**src/rtl/asst_pkg.sv**
```systemverilog
package asst_pkg;

  localparam int unsigned StepW  = 32;
  localparam int unsigned ModW   = 18;
  localparam int unsigned RateW  = 17;
  localparam int unsigned CntW   = 16;
  localparam int unsigned ProdW  = StepW + ModW;
  localparam int unsigned DivW   = StepW + 16;
  localparam int unsigned AddrW  = 5;
  localparam int unsigned DataW  = 32;

  localparam logic [CntW-1:0]  Window    = 16'd200;
  localparam logic [CntW-1:0]  CntMax    = 16'hFFFF;
  localparam logic [ModW-1:0]  OneQ16    = 18'd65536;
  localparam logic [ModW-1:0]  ModReset  = 18'd104858;
  localparam logic [ModW-1:0]  MaxMod    = 18'd131072;
  localparam logic [ModW-1:0]  ShrinkQ16 = 18'd45875;
  localparam logic [ProdW-1:0] RoundHalf = 50'd32768;

  localparam logic [1:0] DirNone = 2'd0;
  localparam logic [1:0] DirUp   = 2'd1;
  localparam logic [1:0] DirDown = 2'd2;

  localparam logic [1:0] OpPropose  = 2'd0;
  localparam logic [1:0] OpValidate = 2'd1;
  localparam logic [1:0] OpStop     = 2'd2;

  localparam logic [2:0] RegMinAcc  = 3'd0;
  localparam logic [2:0] RegMaxAcc  = 3'd1;
  localparam logic [2:0] RegMinStep = 3'd2;
  localparam logic [2:0] RegMaxStep = 3'd3;
  localparam logic [2:0] RegInit    = 3'd4;

  typedef struct packed {
    logic [StepW-1:0] step;
    logic [ModW-1:0]  modifier;
    logic             closed;
    logic             adapting;
    logic [CntW-1:0]  proposals;
    logic [CntW-1:0]  accepts;
  } res_t;

endpackage

```
**src/rtl/asst_mul.sv**
```systemverilog
module asst_mul (
  input  logic                         clk_i,
  input  logic [asst_pkg::StepW-1:0]   a_i,
  input  logic [asst_pkg::ModW-1:0]    b_i,
  output logic [asst_pkg::ProdW-1:0]   p_o
);
  import asst_pkg::*;

  logic [ProdW-1:0] p_q;

  always_ff @(posedge clk_i) begin
    p_q <= ProdW'(a_i) * ProdW'(b_i);
  end

  assign p_o = p_q;

endmodule

```
**src/rtl/asst_div.sv**
```systemverilog
module asst_div (
  input  logic                       clk_i,
  input  logic                       rst_ni,
  input  logic                       start_i,
  input  logic [asst_pkg::DivW-1:0]  dividend_i,
  input  logic [asst_pkg::ModW-1:0]  divisor_i,
  output logic                       done_o,
  output logic [asst_pkg::DivW-1:0]  quot_o
);
  import asst_pkg::*;

  localparam int unsigned CntBits = $clog2(DivW);
  localparam logic [CntBits-1:0] LastStep = CntBits'(DivW - 1);

  logic               busy_q, done_q;
  logic [CntBits-1:0] cnt_q;
  logic [ModW-1:0]    rem_q, div_q;
  logic [DivW-1:0]    quot_q;
  logic [ModW:0]      shifted, trial;
  logic               fits;

  assign shifted = {rem_q, quot_q[DivW-1]};
  assign trial   = shifted - {1'b0, div_q};
  assign fits    = shifted >= {1'b0, div_q};

  always_ff @(posedge clk_i or negedge rst_ni) begin
    if (!rst_ni) begin
      busy_q <= 1'b0;
      done_q <= 1'b0;
      cnt_q  <= '0;
    end else begin
      done_q <= 1'b0;
      if (start_i) begin
        busy_q <= 1'b1;
        cnt_q  <= '0;
      end else if (busy_q) begin
        cnt_q <= cnt_q + 1'b1;
        if (cnt_q == LastStep) begin
          busy_q <= 1'b0;
          done_q <= 1'b1;
        end
      end
    end
  end

  always_ff @(posedge clk_i) begin
    if (start_i) begin
      rem_q  <= '0;
      div_q  <= divisor_i;
      quot_q <= dividend_i;
    end else if (busy_q) begin
      rem_q  <= fits ? trial[ModW-1:0] : shifted[ModW-1:0];
      quot_q <= {quot_q[DivW-2:0], fits};
    end
  end

  assign done_o = done_q;
  assign quot_o = quot_q;

endmodule

```
**src/rtl/adaptive_step_size_tuner.sv**
```systemverilog
// Adaptive step-size tuner. Each input word is an event (propose, validate,
// stop burn-in) and yields exactly one result word with the working step,
// the modifier, the window counters and the adaptation status. Proposes,
// stops and validates that do not close a window go straight from idle to
// their result. A validate that closes an adaptation window runs a sequencer
// over one shared 32x18 multiplier and a radix-2 divider: it compares the
// accepts with both band limits, shrinks the modifier when the direction
// reverses, then steps up by a multiply or down by a 48-step divide.
// The input is not ready while a window is being closed. An output register
// plus one skid register let a new event enter while a result waits.
// Configuration writes are taken through the APB port at any time but are
// meant to be made while the block is idle.
module adaptive_step_size_tuner (
  input  logic                        clk_i,
  input  logic                        rst_ni,
  input  logic                        psel,
  input  logic                        penable,
  input  logic                        pwrite,
  input  logic [asst_pkg::AddrW-1:0]  paddr,
  input  logic [asst_pkg::DataW-1:0]  pwdata,
  output logic [asst_pkg::DataW-1:0]  prdata,
  output logic                        pready,
  input  logic                        in_valid_i,
  output logic                        in_ready_o,
  input  logic [1:0]                  op_i,
  input  logic                        accepted_i,
  output logic                        out_valid_o,
  input  logic                        out_ready_i,
  output logic [asst_pkg::StepW-1:0]  current_step_o,
  output logic [asst_pkg::ModW-1:0]   current_modifier_o,
  output logic                        window_closed_o,
  output logic                        adapting_o,
  output logic [asst_pkg::CntW-1:0]   proposals_seen_o,
  output logic [asst_pkg::CntW-1:0]   accepts_seen_o
);
  import asst_pkg::*;

  localparam logic [3:0] SIdle  = 4'd0;
  localparam logic [3:0] SMulHi = 4'd1;
  localparam logic [3:0] SMulLo = 4'd2;
  localparam logic [3:0] SDec   = 4'd3;
  localparam logic [3:0] SShr   = 4'd4;
  localparam logic [3:0] SShrWb = 4'd5;
  localparam logic [3:0] SUp    = 4'd6;
  localparam logic [3:0] SUpWb  = 4'd7;
  localparam logic [3:0] SDivGo = 4'd8;
  localparam logic [3:0] SDivWt = 4'd9;
  localparam logic [3:0] SFin   = 4'd10;

  logic [RateW-1:0] min_acc_q, max_acc_q;
  logic [StepW-1:0] min_step_q, max_step_q, init_step_q;
  logic [StepW-1:0] step_q, step_d;
  logic [ModW-1:0]  mod_q, mod_d;
  logic [1:0]       dir_q, dir_d;
  logic [CntW-1:0]  prop_q, prop_d, acc_q, acc_d;
  logic             adapt_q, adapt_d;
  logic [3:0]       state_q, state_d;
  logic             gt_q, gt_d, up_q, up_d;

  logic             out_valid_q, skid_valid_q;
  res_t             out_q, skid_q, res_new;
  logic             push;

  logic             cfg_wr;
  logic [2:0]       cfg_idx;
  logic             in_fire, fixed_band, closing;
  logic [StepW-1:0] mul_a;
  logic [ModW-1:0]  mul_b;
  logic [ProdW-1:0] prod;
  logic [ProdW-1:0] acc_scaled, rounded;
  logic [ModW-1:0]  excess, divisor;
  logic             div_start, div_done;
  logic [DivW-1:0]  quot;
  logic [StepW-1:0] step_hi, step_clamped;

  assign pready  = 1'b1;
  assign cfg_wr  = psel & penable & pwrite & pready;
  assign cfg_idx = paddr[AddrW-1:2];

  always_comb begin
    unique case (cfg_idx)
      RegMinAcc:  prdata = DataW'(min_acc_q);
      RegMaxAcc:  prdata = DataW'(max_acc_q);
      RegMinStep: prdata = min_step_q;
      RegMaxStep: prdata = max_step_q;
      RegInit:    prdata = init_step_q;
      default:    prdata = '0;
    endcase
  end

  always_ff @(posedge clk_i or negedge rst_ni) begin
    if (!rst_ni) begin
      min_acc_q   <= 17'd13107;
      max_acc_q   <= 17'd16384;
      min_step_q  <= '0;
      max_step_q  <= '1;
      init_step_q <= StepW'(OneQ16);
    end else if (cfg_wr) begin
      unique case (cfg_idx)
        RegMinAcc:  min_acc_q   <= pwdata[RateW-1:0];
        RegMaxAcc:  max_acc_q   <= pwdata[RateW-1:0];
        RegMinStep: min_step_q  <= pwdata;
        RegMaxStep: max_step_q  <= pwdata;
        RegInit:    init_step_q <= pwdata;
        default: ;
      endcase
    end
  end

  assign fixed_band = (min_acc_q == '0) && (max_acc_q == RateW'(OneQ16));
  assign in_ready_o = (state_q == SIdle) && !skid_valid_q;
  assign in_fire    = in_valid_i & in_ready_o;
  assign closing    = (op_i == OpValidate) && adapt_q && !fixed_band && (prop_q == Window);

  always_comb begin
    mul_a = StepW'(max_acc_q);
    mul_b = ModW'(prop_q);
    unique case (state_q)
      SMulLo:  begin
        mul_a = StepW'(min_acc_q);
        mul_b = ModW'(prop_q);
      end
      SShr:    begin
        mul_a = StepW'(excess);
        mul_b = ShrinkQ16;
      end
      SUp:     begin
        mul_a = step_q;
        mul_b = mod_q;
      end
      default: ;
    endcase
  end

  asst_mul u_mul (
    .clk_i (clk_i),
    .a_i   (mul_a),
    .b_i   (mul_b),
    .p_o   (prod)
  );

  assign divisor   = (mod_q == '0) ? ModW'(1) : mod_q;
  assign div_start = (state_q == SDivGo);

  asst_div u_div (
    .clk_i      (clk_i),
    .rst_ni     (rst_ni),
    .start_i    (div_start),
    .dividend_i ({step_q, 16'd0}),
    .divisor_i  (divisor),
    .done_o     (div_done),
    .quot_o     (quot)
  );

  assign acc_scaled   = {18'd0, acc_q, 16'd0};
  assign excess       = (mod_q > OneQ16) ? (mod_q - OneQ16) : '0;
  assign rounded      = prod + RoundHalf;
  assign step_hi      = (prod[ProdW-1:ProdW-2] != 2'b00) ? '1 : prod[ProdW-3:16];
  assign step_clamped = (((step_q > max_step_q) ? max_step_q : step_q) < min_step_q) ?
                        min_step_q : ((step_q > max_step_q) ? max_step_q : step_q);

  always_comb begin
    state_d = state_q;
    step_d  = step_q;
    mod_d   = mod_q;
    dir_d   = dir_q;
    prop_d  = prop_q;
    acc_d   = acc_q;
    adapt_d = adapt_q;
    gt_d    = gt_q;
    up_d    = up_q;
    push    = 1'b0;
    res_new = '0;
    unique case (state_q)
      SIdle: begin
        if (in_fire) begin
          case (op_i)
            OpPropose: begin
              if (prop_q != CntMax) begin
                prop_d = prop_q + 1'b1;
              end
            end
            OpValidate: begin
              if (accepted_i && acc_q != CntMax) begin
                acc_d = acc_q + 1'b1;
              end
            end
            OpStop: begin
              adapt_d = 1'b0;
              prop_d  = '0;
              acc_d   = '0;
            end
            default: ;
          endcase
          if (closing) begin
            state_d = SMulHi;
          end else begin
            push = 1'b1;
          end
        end
      end
      SMulHi: state_d = SMulLo;
      SMulLo: begin
        gt_d    = acc_scaled > prod;
        state_d = SDec;
      end
      SDec: begin
        if (gt_q) begin
          up_d    = 1'b1;
          state_d = (dir_q == DirDown) ? SShr : SUp;
        end else if (acc_scaled < prod) begin
          up_d    = 1'b0;
          state_d = (dir_q == DirUp) ? SShr : SDivGo;
        end else begin
          state_d = SFin;
        end
      end
      SShr: state_d = SShrWb;
      SShrWb: begin
        mod_d   = OneQ16 + rounded[ModW+15:16];
        state_d = up_q ? SUp : SDivGo;
      end
      SUp: state_d = SUpWb;
      SUpWb: begin
        step_d  = step_hi;
        dir_d   = DirUp;
        state_d = SFin;
      end
      SDivGo: state_d = SDivWt;
      SDivWt: begin
        if (div_done) begin
          step_d  = quot[StepW-1:0];
          dir_d   = DirDown;
          state_d = SFin;
        end
      end
      SFin: begin
        step_d  = step_clamped;
        prop_d  = '0;
        acc_d   = '0;
        push    = 1'b1;
        state_d = SIdle;
      end
      default: state_d = SIdle;
    endcase
    if (cfg_wr && cfg_idx == RegInit) begin
      step_d = pwdata;
    end
    res_new.step      = step_d;
    res_new.modifier  = mod_d;
    res_new.closed    = (state_q == SFin);
    res_new.adapting  = adapt_d & ~fixed_band;
    res_new.proposals = prop_d;
    res_new.accepts   = acc_d;
  end

  always_ff @(posedge clk_i or negedge rst_ni) begin
    if (!rst_ni) begin
      state_q <= SIdle;
      step_q  <= StepW'(OneQ16);
      mod_q   <= ModReset;
      dir_q   <= DirNone;
      prop_q  <= '0;
      acc_q   <= '0;
      adapt_q <= 1'b1;
      gt_q    <= 1'b0;
      up_q    <= 1'b0;
    end else begin
      state_q <= state_d;
      step_q  <= step_d;
      mod_q   <= mod_d;
      dir_q   <= dir_d;
      prop_q  <= prop_d;
      acc_q   <= acc_d;
      adapt_q <= adapt_d;
      gt_q    <= gt_d;
      up_q    <= up_d;
    end
  end

  always_ff @(posedge clk_i or negedge rst_ni) begin
    if (!rst_ni) begin
      out_valid_q  <= 1'b0;
      skid_valid_q <= 1'b0;
    end else if (!out_valid_q || out_ready_i) begin
      if (skid_valid_q) begin
        out_valid_q  <= 1'b1;
        skid_valid_q <= push;
      end else begin
        out_valid_q <= push;
      end
    end else if (push) begin
      skid_valid_q <= 1'b1;
    end
  end

  always_ff @(posedge clk_i) begin
    if (!out_valid_q || out_ready_i) begin
      if (skid_valid_q) begin
        out_q <= skid_q;
        if (push) begin
          skid_q <= res_new;
        end
      end else if (push) begin
        out_q <= res_new;
      end
    end else if (push) begin
      skid_q <= res_new;
    end
  end

  assign out_valid_o        = out_valid_q;
  assign current_step_o     = out_q.step;
  assign current_modifier_o = out_q.modifier;
  assign window_closed_o    = out_q.closed;
  assign adapting_o         = out_q.adapting;
  assign proposals_seen_o   = out_q.proposals;
  assign accepts_seen_o     = out_q.accepts;

endmodule

```
**config.mk**
```make
export PLATFORM = sky130hd
export DESIGN_NAME = adaptive_step_size_tuner
export DESIGN_NICKNAME = d
export VERILOG_FILES = /design/src/rtl/asst_pkg.sv /design/src/rtl/asst_mul.sv /design/src/rtl/asst_div.sv /design/src/rtl/adaptive_step_size_tuner.sv
export SDC_FILE = /design/constraint.sdc
export NUM_CORES = 2
export LEC_CHECK = 0
export ABC_CLOCK_PERIOD_IN_PS = 9400
export BUFFER_PORTS_ARGS = -buffer_cell sky130_fd_sc_hd__buf_2
export CAP_MARGIN = 5
export CORE_MARGIN = 2
export CORE_UTILIZATION = 46
export DETAILED_ROUTE_END_ITERATION = 10
export PLACE_DENSITY = 0.73
export SLEW_MARGIN = 20
export SYNTH_ARGS = -nofsm -noshare
export SYNTH_HDL_FRONTEND = slang
export SYNTH_HIERARCHICAL = 1
export SYNTH_SLANG_ARGS = --single-unit
```
**constraint.sdc**
```tcl
create_clock -name clk_i -period 9.4 [get_ports clk_i]
set_input_delay 0.47 -clock clk_i [delete_from_list [all_inputs] [get_ports clk_i]]
set_output_delay 0.47 -clock clk_i [all_outputs]
set_load 0.03 [all_outputs]
```
[Word-level counts from Yosys, hierarchy flattened]
Index checks and enable logic that the tools add are counted.
Cells by class
  add/sub/neg operators: 7
  $mul: 1
  $lt $le $gt $ge: 6
  equal/unequal tests: 27
  muxes and demuxes: 58
  bitwise gates (word level): 5
  reductions and logical operators: 31
Operator list (count)
  $mux 84: 5
  $pmux 32 s3: 2
  $mux 32: 5
  $pmux 32 s5: 1
  $pmux 16 s2: 4
  $mux 48: 2
  $mux 16: 4
  $mux 18: 3
  $gt 32x50->1: 1
  $lt 32x50->1: 1
  $mul 32x18->50: 1
  $pmux 4 s10: 1
  $pmux 18 s2: 1
  $add 34x16->34 const B: 1
  $add 16x1->16 const B: 2
  $gt 32x32->1: 1
  $lt 32x32->1: 1
  $ne 16x16->1 const B: 2
  $mux 4: 7
  $ge 19x18->1: 1
  $add 17x18->18 const A: 1
  $gt 18x17->1 const B: 1
  $logic_not 18->1: 1
  $sub 18x17->18 const B: 1
  other kinds (33): 85
Storage, ports and cells
  register bits after elaboration: 533
  input port bits: 47
  output and inout port bits: 119
  logic and storage cells: 171

[Longest topological paths before layout]
  depth after elaboration: 11
  mapped depth: 34
  depth with buffers taken out: 30

[Cells and area by module]
The synthesis kept the hierarchy.
By module, submodules not included
  adaptive_step_size_tuner: times used 1, cells each 2223, area an instance 22192.5 um^2, sequential area each 10691.5 um^2
  asst_mul: times used 1, cells each 2158, area an instance 19035.8 um^2, sequential area each 1001.0 um^2
  asst_div: times used 1, cells each 386, area an instance 4670.7 um^2, sequential area each 2542.4 um^2

[Worst setup path before layout]
No wires, ideal clock.
  kind: flip-flop to flip-flop
  from: register state_q[2]
  to: register u_mul.p_q[46], in the netlist u_mul/p_o[46]
  library setup time: 0.072 ns
  arrival time: 7.690 ns
  data required time: 9.328 ns
  path slack: 1.639 ns
  stages on the path, launching flop included: 29
  path buffers: 4
  clock period less this slack: 7.761 ns
  cell sequence: dfrtp_1 -> clkbuf_1 -> nand2_1 -> nor3_1 -> o21ai_0 -> nor2_1 -> clkbuf_1 -> nand2_1 -> a31oi_1 -> clkbuf_1 -> clkbuf_1 -> nand2_1 -> fa_1 -> fa_1 -> fa_1 -> fa_1 -> inv_1 -> fa_1 -> fa_1 -> ha_1 -> nand4_1 -> nor4b_2 -> o311ai_1 -> a31oi_1 -> nor3b_2 -> a221oi_2 -> or3_1 -> o31ai_1 -> xor2_1
On the way
  word-level cells in the longest chain between the ends: 3
  elaborated cells on any way between the ends: 6
  classes of those cells: mul (1); eq/ne (3); mux (2)
Ends and longest elaborated chain
  start: declaration: line adaptive_step_size_tuner.sv:57  | logic [3:0] state_q, state_d;
  start signal: assignment: line adaptive_step_size_tuner.sv:259  | state_q <= SIdle;
  start signal: assignment: line adaptive_step_size_tuner.sv:269  | state_q <= state_d;
  $eq 4x3->1 / $eq 4x2->1 (equally long branches): line adaptive_step_size_tuner.sv:118  | unique case (state_q)
  $pmux 32 s3 *: line adaptive_step_size_tuner.sv:118
  named net mul_a[10]: line adaptive_step_size_tuner.sv:67  | logic [StepW-1:0] mul_a;
  $mul 32x18->50 *: line asst_mul.sv:12  | p_q <= ProdW'(a_i) * ProdW'(b_i);
  end signal: assignment: line asst_mul.sv:12
  end: declaration: line asst_mul.sv:9  | logic [ProdW-1:0] p_q;
Mark *: on every way through the listed nets, which the timed path passes. The rest lies on a longest branch.
A chain may end at the register's enable or synchronous reset.

[Worst setup path after layout]
Same ends and word-level chain as after synthesis.

==> results by stage <==
Power:
- The worst-case vdd ir drop is 0.000179 V.
- The static power due to leakage is 22.4 nW.
- In this run the power density over the cells is 243 nW/um^2.

Clocking:
- No sink is reached through more buffers than the 3 on the longest clock path.
- After clock tree synthesis, the clock-pin slew on the worst setup and hold paths is roughly 0.07 ns.
- The tree is rooted in a sky130_fd_sc_hd__clkbuf_16.
- The TritonCTS clock tree is done.
- In this run the number of H-tree levels came out at 2.
- The number of sinks driven by the clock tree is roughly 530.
- TritonCTS created approximately 50 clock buffers.
- The clock reaches the later pin of the worst-skew pair after 0.62 ns.

Worst setup path:
- The setup slack of the worst register-to-register path is approximately 0.8 ns.
- The type of element launching the critical path is a flop.
- The largest single stage delay on the critical path is between 0.8 and 0.9 ns.
- The data required time of the worst path is around 9.9 ns.
- The slowest stage of the critical path is the sky130_fd_sc_hd__a31oi_1 cell.
- The endpoint class of the critical path is a flop.
- The number of cell instances on the worst register-to-register path is 25.
- Of all nets on the critical path, the largest fanout is 18.
- The number of buffer and inverter stages on the critical path is 3.
- The setup path with the least slack is of type reg -> reg.
- The most numerous cell type found on the critical path is sky130_fd_sc_hd__fa_1.
- The kind of cell with the highest combined delay on the critical path is adder cells.
- The arrival time at the worst endpoint is 9.13 ns.
- In this run the critical register-to-register path is captured at u_mul/p_o[46]$_DFF_P_.
- The startpoint identified for the worst register-to-register timing path is state_q[2]$_DFFE_PN0P_.

Global routing:
- In the global route stage, met1 resource usage came out at 0.351.
- In the global route stage, met3 resource usage came out at 0.0472.
- The via count of the first global-routing pass is roughly 37k.
- The met2 global-route usage is 0.432.
- The pin count of the biggest net entering global routing is 95.
- The global routing stage identified its most utilized layer as met2.
- The number of antenna violations at the first check in global routing was 5.
- The total overflow left after global routing is 0.
- The first global-routing pass estimated ~210 mm of wire.
- In the global route stage, overall resource usage came out at 0.270.

Synth:
- For this run, the leading register cell type out of synthesis is sky130_fd_sc_hd__edfxtp_1.
- In the synthesized netlist the async set-or-reset flop fraction comes to 0.433.
- Synthesis produced between 4k and 5k cells.
- The mean instance size in the synthesized netlist is about 9.6 um^2.
- Counting flops and latches in the post-synthesis netlist gives between 500 and 600.
- The number of distinct library cells after synthesis is 90.
- The part of the Yosys area used for sequential elements is 0.310.
- In this run, synthesis inferred between 200 and 250 flip-flops with an integrated enable.
- For this run, the number of Yosys warnings is 6.
- The netlist area before placement is between 40000 and 50000 um^2.

Drt:
- The detailed-route wire length per cell is around 23 um.
- The total DRC errors in the routed layout is 0.
- The number of detailed-routing iterations run before antenna repair is 7.
- In the routed layout, each cell is associated on average with a via count of ~5.9.
- The total number of vias is between 30k and 40k.
- The initial detailed-routing violation count is between 3k and 4k.
- In this run the remaining antenna-violating nets after routing total 0.
- Summed over all layers, the routed wires come to approximately 140 mm.

Placed design:
- The count of port buffers added during placement is between 150 and 200.
- Detailed placement finished with a half-perimeter wire length of about 99 mm.
- Routability-driven placement finished with a final weighted congestion of ~0.99.

Floorplanning:
- Measured along the y axis, the die boundary spans ~320 um.
- The die outline area is 102000 um^2.
- After floorplanning, the core was divided into 115 placement rows.
- The starting density of the core is 0.465.
- The floorplan step set the die width to between 300 and 400 um.
- The boundary pin count is 166.
- The core region is 98700 um^2.

Final layout:
- The area growth from synthesis to layout is 8.54%.
- In the final layout, the share of cells above drive strength 1 is 0.138.
- The most common cell after layout, fill and taps aside is sky130_fd_sc_hd__nand2_1.
- The post-layout net count is ~5.6k.
- In the layout the commonest cells are sky130_fd_sc_hd__nand2_1, sky130_fd_sc_hd__inv_1, sky130_fd_sc_hd__fa_1.
- The filler cell count in the final layout is slightly below 9k.

Timing:
- Summed over all failing endpoints, the final setup total negative slack is 0 ns.
- The final count of negative-setup-slack endpoints is 0.
- The actual slew at the worst max-slew pin is about 1.2 ns.
- The final hold slack is between 0.1 and 0.15 ns.
- The final critical-path required period is around 8.6 ns.
- The count of final max-slew check failures was 0.
- Of the available clock period, the critical path in the final layout requires 0.914.
- Based on the critical path, the design can be clocked at up to about 0.12 GHz.
- On the final layout, the worst clock skew is 0.0403 ns.
- The number of endpoints with negative hold slack in the final report is 0.
- Setup repair after global routing left no endpoint under its margin.
- The tightest slew margin relative to the limit is 0.208.

Job:
- The max-capacitance violation count is 0.

Run status:
- The run finished with clean final reports.

Min path:
- The class of the tightest hold or removal check is in -> reg.
- The start point of the worst min-delay path is pwdata[22].
- The worst hold path endpoint is min_step_q[22]$_DFFE_PN0P_.
- Along the worst hold path, the cell count comes to 3.
==> worst max path at each step <==
stage | from | endpoint | slack [ns] | cells after the start
2_1_floorplan | state_q[2]$_DFFE_PN0P_ | u_mul/p_o[46]$_DFF_P_ | 1.64 | 28
3_3_place_gp | state_q[2]$_DFFE_PN0P_ | u_mul/p_o[47]$_DFF_P_ | 1.02 | 27
3_5_place_dp | state_q[2]$_DFFE_PN0P_ | u_mul/p_o[46]$_DFF_P_ | 0.92 | 24
4_1_cts | state_q[2]$_DFFE_PN0P_ | u_mul/p_o[46]$_DFF_P_ | 0.91 | 24
5_1_grt | state_q[2]$_DFFE_PN0P_ | u_mul/p_o[47]$_DFF_P_ | 0.35 | 28
6_report | state_q[2]$_DFFE_PN0P_ | u_mul/p_o[46]$_DFF_P_ | 0.81 | 25
==> state kept, by name, summed over array words and instances (netlist names), 17 cells and up <==
signal,count
min_acc_q,17
min_step_q,32
u_mul/p_o,50
current_modifier_o,18
init_step_q,32
current_step_o,32
max_acc_q,17
u_div/rem_q,18
u_div/quot_o,48
max_step_q,32
u_div/div_q,18
skid_q,84
step_q,32
mod_q,18
==> timing repair <==
item | in CTS | in global routing
gates resized for setup | 0 | 0
hold buffers | 1 | 0
endpoints found under the setup margin | 0 | 0
setup buffers | 0 | 0
hold endpoints to repair | 68 | 0
==> metal layers <==
| metal | part of all wire | wire length [um] | vias up |
|---|---|---|---|
| met2 | 0.46 | 64200 | 1902 |
| met5 | 0 | 0 | - |
| met1 | 0.39 | 54000 | 18003 |
| met4 | 0.058 | 8040 | 0 |
| met3 | 0.093 | 13000 | 409 |
| li1 | - | - | 15960 |
==> final cells by class <==
cell class,count,area [um^2],area share
Tap cell,1287,1610,0.0323
Antenna cell,4,10.0,0.000201
Clock inverter,29,330,0.00663
Inverter,660,2480,0.0498
Multi-Input combinational cell,3306,28300,0.567
Clock buffer,66,1410,0.0284
Sequential cell,533,14200,0.286
Timing Repair Buffer,247,1470,0.0295
==> synthesized netlist by cell type (all sizes together) (33+ instances only) <==
| cell | number | share of area |
|---|---|---|
| buf | 35 | 0.0044 |
| inv | 660 | 0.054 |
| dfxtp | 68 | 0.030 |
| a21oi | 200 | 0.022 |
| clkbuf | 248 | 0.020 |
| and2 | 222 | 0.030 |
| nand4 | 45 | 0.0061 |
| xnor2 | 51 | 0.0097 |
| o21ai | 272 | 0.030 |
| and3 | 33 | 0.0045 |
| fa | 481 | 0.21 |
| mux2 | 195 | 0.048 |
| nand3 | 56 | 0.0061 |
| dfrtp | 178 | 0.097 |
| ha | 229 | 0.062 |
| a22oi | 66 | 0.011 |
| nor2 | 195 | 0.016 |
| dfstp | 53 | 0.030 |
| a31oi | 35 | 0.0048 |
| o211ai | 100 | 0.020 |
| a221o | 34 | 0.0074 |
| edfxtp | 234 | 0.15 |
| nand2 | 676 | 0.055 |
==> tightest hold or removal path: stages <==
cell and delay, ns:
sky130_fd_sc_hd__buf_2 0.11, sky130_fd_sc_hd__nand2_1 0.05, sky130_fd_sc_hd__o21ai_0 0.06
==> power by group <==
group | switching, W | internal, W
Combinational | 0.00385 | 0.00203
Clock | 0.000956 | 0.00121
Sequential | 0.000708 | 0.00336
==> cell families after synthesis <==
kind of cell	Yosys count	share of synthesized area
XOR/XNOR	82	0.0156
AO/OA/AOI/OAI	888	0.126
AND/OR/NAND/NOR	1385	0.143
adder cells (fa/ha/maj)	710	0.272
buffers and inverters	943	0.0787
multiplexers	224	0.0542
other	2	0.000164
flip-flops	533	0.310
==> through the flow <==
step | std cells | setup slack [ns] | power (W) | util | cell area (um^2)
after floorplan | 4782 | 1.64 | 0.00773 | - | 46000
after global placement | 6032 | 1.02 | 0.00965 | 0.487 | 48000
after detailed placement | 6032 | 0.920 | 0.00980 | 0.487 | 48000
after CTS | 6128 | 0.905 | 0.0120 | 0.505 | 49800
after global routing | 6131 | 0.345 | 0.0128 | 0.505 | 49800
final | 6132 | 0.809 | 0.0121 | 0.505 | 49800
(Power assumes the default switching activity.)
